File: src/hdl/pvp_pkg.sv
package pvp_pkg;

  localparam int POSE_WORDS = 12;
  localparam int DIV_ITER   = 32;
  // prep stage, one stage per quotient bit, saturating output stage
  localparam int DIV_LAT    = DIV_ITER + 2;

  localparam logic OP_WRITE   = 1'b0;
  localparam logic OP_PROJECT = 1'b1;

  localparam logic [1:0] ST_BEHIND  = 2'd0;
  localparam logic [1:0] ST_OFF     = 2'd1;
  localparam logic [1:0] ST_VISIBLE = 2'd2;

  localparam logic [2:0] REG_FOCAL_X      = 3'd0;
  localparam logic [2:0] REG_FOCAL_Y      = 3'd1;
  localparam logic [2:0] REG_CENTER_X     = 3'd2;
  localparam logic [2:0] REG_CENTER_Y     = 3'd3;
  localparam logic [2:0] REG_IMAGE_WIDTH  = 3'd4;
  localparam logic [2:0] REG_IMAGE_HEIGHT = 3'd5;

  localparam logic [31:0] FOCAL_RESET    = 32'h01F4_0000;
  localparam logic [31:0] CENTER_X_RESET = 32'h0140_0000;
  localparam logic [31:0] CENTER_Y_RESET = 32'h00F0_0000;
  localparam logic [15:0] WIDTH_RESET    = 16'd640;
  localparam logic [15:0] HEIGHT_RESET   = 16'd480;

  typedef struct packed {
    logic [5:0]         cam;
    logic               behind;
    logic signed [31:0] cx;
    logic signed [31:0] cy;
    logic signed [31:0] cz;
  } side_t;

endpackage

File: src/hdl/pvp_div.sv
module pvp_div
  import pvp_pkg::*;
(
  input  logic                      clk,
  input  logic [DIV_LAT-1:0]        en,
  input  logic signed [31:0]        num,
  input  logic [31:0]               den,
  output logic signed [31:0]        quot
);

  logic [31:0] rem   [DIV_ITER+1];
  logic [31:0] dlow  [DIV_ITER+1];
  logic [31:0] q     [DIV_ITER+1];
  logic [31:0] dv    [DIV_ITER+1];
  logic        neg   [DIV_ITER+1];
  logic        ovf   [DIV_ITER+1];

  logic [31:0] mag;
  logic [32:0] trial [DIV_ITER+1];
  logic [32:0] diff  [DIV_ITER+1];

  assign mag = num[31] ? 32'(-num) : 32'(num);

  always_comb begin
    trial[0] = '0;
    diff[0]  = '0;
    for (int k = 1; k <= DIV_ITER; k++) begin
      trial[k] = {rem[k-1], dlow[k-1][31]};
      diff[k]  = trial[k] - {1'b0, dv[k-1]};
    end
  end

  always_ff @(posedge clk) begin
    if (en[0]) begin
      // dividend is mag * 2^16; quotient fits 32 bits unless mag >= den * 2^16
      rem[0]  <= {16'b0, mag[31:16]};
      dlow[0] <= {mag[15:0], 16'b0};
      q[0]    <= '0;
      dv[0]   <= den;
      neg[0]  <= num[31];
      ovf[0]  <= {16'b0, mag} >= {den, 16'b0};
    end
    for (int k = 1; k <= DIV_ITER; k++) begin
      if (en[k]) begin
        if (!diff[k][32]) begin
          rem[k] <= diff[k][31:0];
          q[k]   <= {q[k-1][30:0], 1'b1};
        end else begin
          rem[k] <= trial[k][31:0];
          q[k]   <= {q[k-1][30:0], 1'b0};
        end
        dlow[k] <= {dlow[k-1][30:0], 1'b0};
        dv[k]   <= dv[k-1];
        neg[k]  <= neg[k-1];
        ovf[k]  <= ovf[k-1];
      end
    end
    if (en[DIV_LAT-1]) begin
      if (neg[DIV_ITER]) begin
        if (ovf[DIV_ITER] || q[DIV_ITER] > 32'h8000_0000) begin
          quot <= 32'sh8000_0000;
        end else begin
          quot <= $signed(32'(-q[DIV_ITER]));
        end
      end else begin
        if (ovf[DIV_ITER] || q[DIV_ITER][31]) begin
          quot <= 32'sh7FFF_FFFF;
        end else begin
          quot <= $signed(q[DIV_ITER]);
        end
      end
    end
  end

endmodule
File: config.mk
export PLATFORM = sky130hd
export DESIGN_NAME = pvp_div
export DESIGN_NICKNAME = d
export VERILOG_FILES = /design/src/hdl/pvp_pkg.sv /design/src/hdl/pvp_div.sv
export SDC_FILE = /design/constraint.sdc
export NUM_CORES = 2
export LEC_CHECK = 0
export BUFFER_PORTS_ARGS = -buffer_cell sky130_fd_sc_hd__buf_2
export CORE_ASPECT_RATIO = 0.6
export CORE_MARGIN = 2
export CORE_UTILIZATION = 45
export DETAILED_ROUTE_END_ITERATION = 16
export SLEW_MARGIN = 10
export SYNTH_ARGS = -nofsm -noshare
export SYNTH_HDL_FRONTEND = slang
export SYNTH_MEMORY_MAX_BITS = 65536
export SYNTH_SLANG_ARGS = --single-unit
File: constraint.sdc
create_clock -name clk -period 11.5 [get_ports clk]
set_input_delay 0 -clock clk [delete_from_list [all_inputs] [get_ports clk]]
set_output_delay 0 -clock clk [all_outputs]
set_load 0.005 [all_outputs]
==> metrics <==
number of buffers created by CTS=~290; VDD IR-drop max=0.000118 V; number of flops mapped to enable cells by yosys=2793; CP arrival=6.46 ns; Residual DRC=0; Critical Path RT=12.18 ns; Routed WL=around 350 mm; largest net degree at the start of global routing=76; RSZ-0062 raised after global routing=no; Setup Buffers After CTS=0; hold crit path type=input pin to flop; Max Slew Vio Count=0; Max-slew headroom=1.51%; crit path from=num[5]; reg-to-reg endpoint=rem[17][15]; IO Port Bufs=130; htree depth=5; CP Max Fanout=5; syn_nets=13800; cell leakage power=66.5 nW; IO Pins=131; FMAX=about 0.17 GHz; vias in the first global route=93000; crit share post-route=between 50% and 60%; Seq/Total Area, Yosys=56.7%; worst reg2reg path depth=12; Crit Path Class=input pin to flop; failing checks=max-capacitance violations; RR Startpoint=dv[0][512]; CP max stage cell=dlygate4sd3_1; vias=97400; hold path endpoint=dv[0][575]; DIE HEIGHT=448 um; ys flop type=edfxtp_1; die span in x=between 700 and 800 um; # setup viols final=0; CTS tree=done; R2R Setup Slk=just under 6 ns; Final Non-Filler Cells=~18000; post-synth top area share=56.7%; status=complete, but fails checks; Worst Max-Slew Pin Slew=1.44 ns; Worst path max stage delay=0.61 ns; simple-gate share of the synthesized area=8.51%; clock latency on the worst-skew pair=0.89 ns; syn_area_per_cell=11.7 um^2; Max-Cap Viols=1; post-synthesis cell area=0.148 mm^2; Setup crit start kind=input pin; routed len/inst=19.7 um; crit end category=flop; share of post-route cells with drive strength above 1=under 10%; NumNets Final=14100; first-pass GRT wire length=539 mm; placed cell count=about 17000; TritonRoute pass-1 iters=8; Largest delay share family, worst path=simple AND/OR/NAND/NOR gates; Syn. warnings=0; PwrDens=273 mW/mm^2; Layout Skew=~0.05 ns; Syn Inst Count=approximately 13000; Starting Density=45.1%; Fin. Hold Viols=0; Rows=between 150 and 200; cell mode on critical path=or4_1; largest family of logic cells by synthesized area=compound AO/OA/AOI/OAI gates; antenna violations before repair=8; Cell variety after synth=84; root buffer cell=clkbuf_16; Yosys reg bits=about 2800; Async SR Flop Fraction=0%; CP bufs+invs=3; Synth Area in Compound Gates=13.7%; most frequent cells in the layout=2793 x edfxtp_1, 1298 x inv_1, 1116 x nand2_1; Post-Synth Adder-Cell Area=8.96%; vias per inst=5.54; # clock sinks=about 2800; worst-path cell chain=dlygate4sd3_1 > buf_2 > or4_1 > or3_1 > or3_1 > or2_2 > or4_1 > or4_1 > o41ai_1 > dlygate4sd3_1 > xnor2_1 > ha_1 > nand4_1 > nor2_1 > nand3b_1 > or3_1 > or4_1 > nor4_1 > a31oi_1 > a31oi_1; RePlAce Congestion=0.925; Core Box Area=0.328 mm^2; WHS Path Cells=2; TNS Setup=0 ns; global route overflow=0; hpwl dp=259 mm; Min Clock Period, post-route=approximately 5.8 ns; GR Util All Layers=20.3%; Area Overhead vs Synth=11.2%; HP Start=en[17]; XOR/XNOR share of the synthesized area=5.04%; largest area contributor in the netlist=edfxtp_1; Antenna Diode Count=0; ANT nets after route=0; clock slew at reported path FFs=0.07 ns; overall die area=0.334 mm^2; post-synthesis mux area share=2.99%; Area contributors post-synth=edfxtp_1 57%, ha_1 8.5%, o21ai_0 3.4%; Max clock buf depth=4; DRT iter0 DRCs=9874; commonest non-fill, non-tap cell in the layout=edfxtp_1
synthesized netlist by cell type, drive strengths merged, types with 63 or more instances:
| cell type | number |
|---|---|
| xnor2 | 500 |
| a211oi | 65 |
| clkbuf | 261 |
| xor2 | 352 |
| and2 | 91 |
| o21a | 115 |
| o21bai | 100 |
| a21oi | 766 |
| nand3 | 153 |
| and3 | 63 |
| nor2b | 143 |
| o31ai | 74 |
| o21ai | 1019 |
| nand2b | 157 |
| mux2 | 358 |
| nor2 | 503 |
| a31oi | 103 |
| nor3 | 121 |
| nand2 | 1117 |
| nand4 | 117 |
| a21o | 574 |
| inv | 1299 |
| ha | 1011 |
| or3 | 68 |
| edfxtp | 2793 |
logic make-up after synthesis:
kind of cell,Yosys count
AO/OA/AOI/OAI,3249
flip-flops,2794
AND/OR/NAND/NOR,2683
buffers and inverters,1603
adder cells (fa/ha/maj),1042
XOR/XNOR,852
multiplexers,398
power by group:
group	switching [W]	internal, W	leakage (nW)	total (W)
Combinational	0.0110	0.00833	34.8	0.0193
Clock	0.00399	0.00522	4.36	0.00922
Sequential	0.00154	0.0148	27.4	0.0163
worst register-to-register path, cell delays in order (launching register included):
cell       delay [ns]
edfxtp_1         0.52
fa_1             0.53
nor2b_1          0.18
o2111ai_1        0.19
a32oi_1          0.45
nand4_1          0.32
a2111oi_0        1.27
o221ai_1         0.37
o21ai_0          0.34
xnor2_1          0.16
and2_2           0.15
buf_4            0.48
mux2_2           0.46
cell type report:
cell class	instances	area, um^2
fillers	28400	164000
flip-flops and latches	2794	83900
clock buffers	345	7530
well taps	4372	5470
inverters	1299	4880
clock inverters	156	1490
repair buffers	388	3110
multi-input cells	8224	58200
flip-flops by register name (all words and copies together) (netlist names):
register / flops
dlow: 136
q: 528
ovf: 33
quot: 32
neg: 33
dv: 1024
rem: 1008
layer usage:
layer	vias to the layer above	global-route usage (%)	share of wire, %
met5	-	0	0.0038
met3	438	3.39	6.8
met1	47300	33.5	53
met4	2	4.02	1.8
met2	2724	27.6	39
li1	47000	-	-
how the worst max path moves through the flow:
stage	end	slack, ns	cells past startpoint
CTS	ovf[0][0]	5.87	20
floorplan	ovf[0][0]	6.80	17
finish	ovf[0][0]	5.72	20
global placement	ovf[0][0]	5.96	18
global route	ovf[0][0]	5.53	20
detailed placement	ovf[0][0]	5.92	18
stage by stage:
step           area, um^2  hold WS [ns]  util, %  worst slack [ns]  total power, W
6_report           165000         0.100     50.2              5.72          0.0449
2_1_floorplan      148000        0.0989        -              6.80          0.0304
3_3_place_gp       154000         0.191     46.9              5.96          0.0349
5_1_grt            165000        0.0601     50.2              5.53          0.0480
4_1_cts            165000        0.0160     50.2              5.87          0.0450
3_5_place_dp       154000         0.193     46.9              5.92          0.0354
what timing repair did:
action,in CTS,in global routing
resized for setup,0,0
hold endpoints to repair,1531,0
hold buffers,178,0
Note: power is estimated with default switching activity, not from simulation.
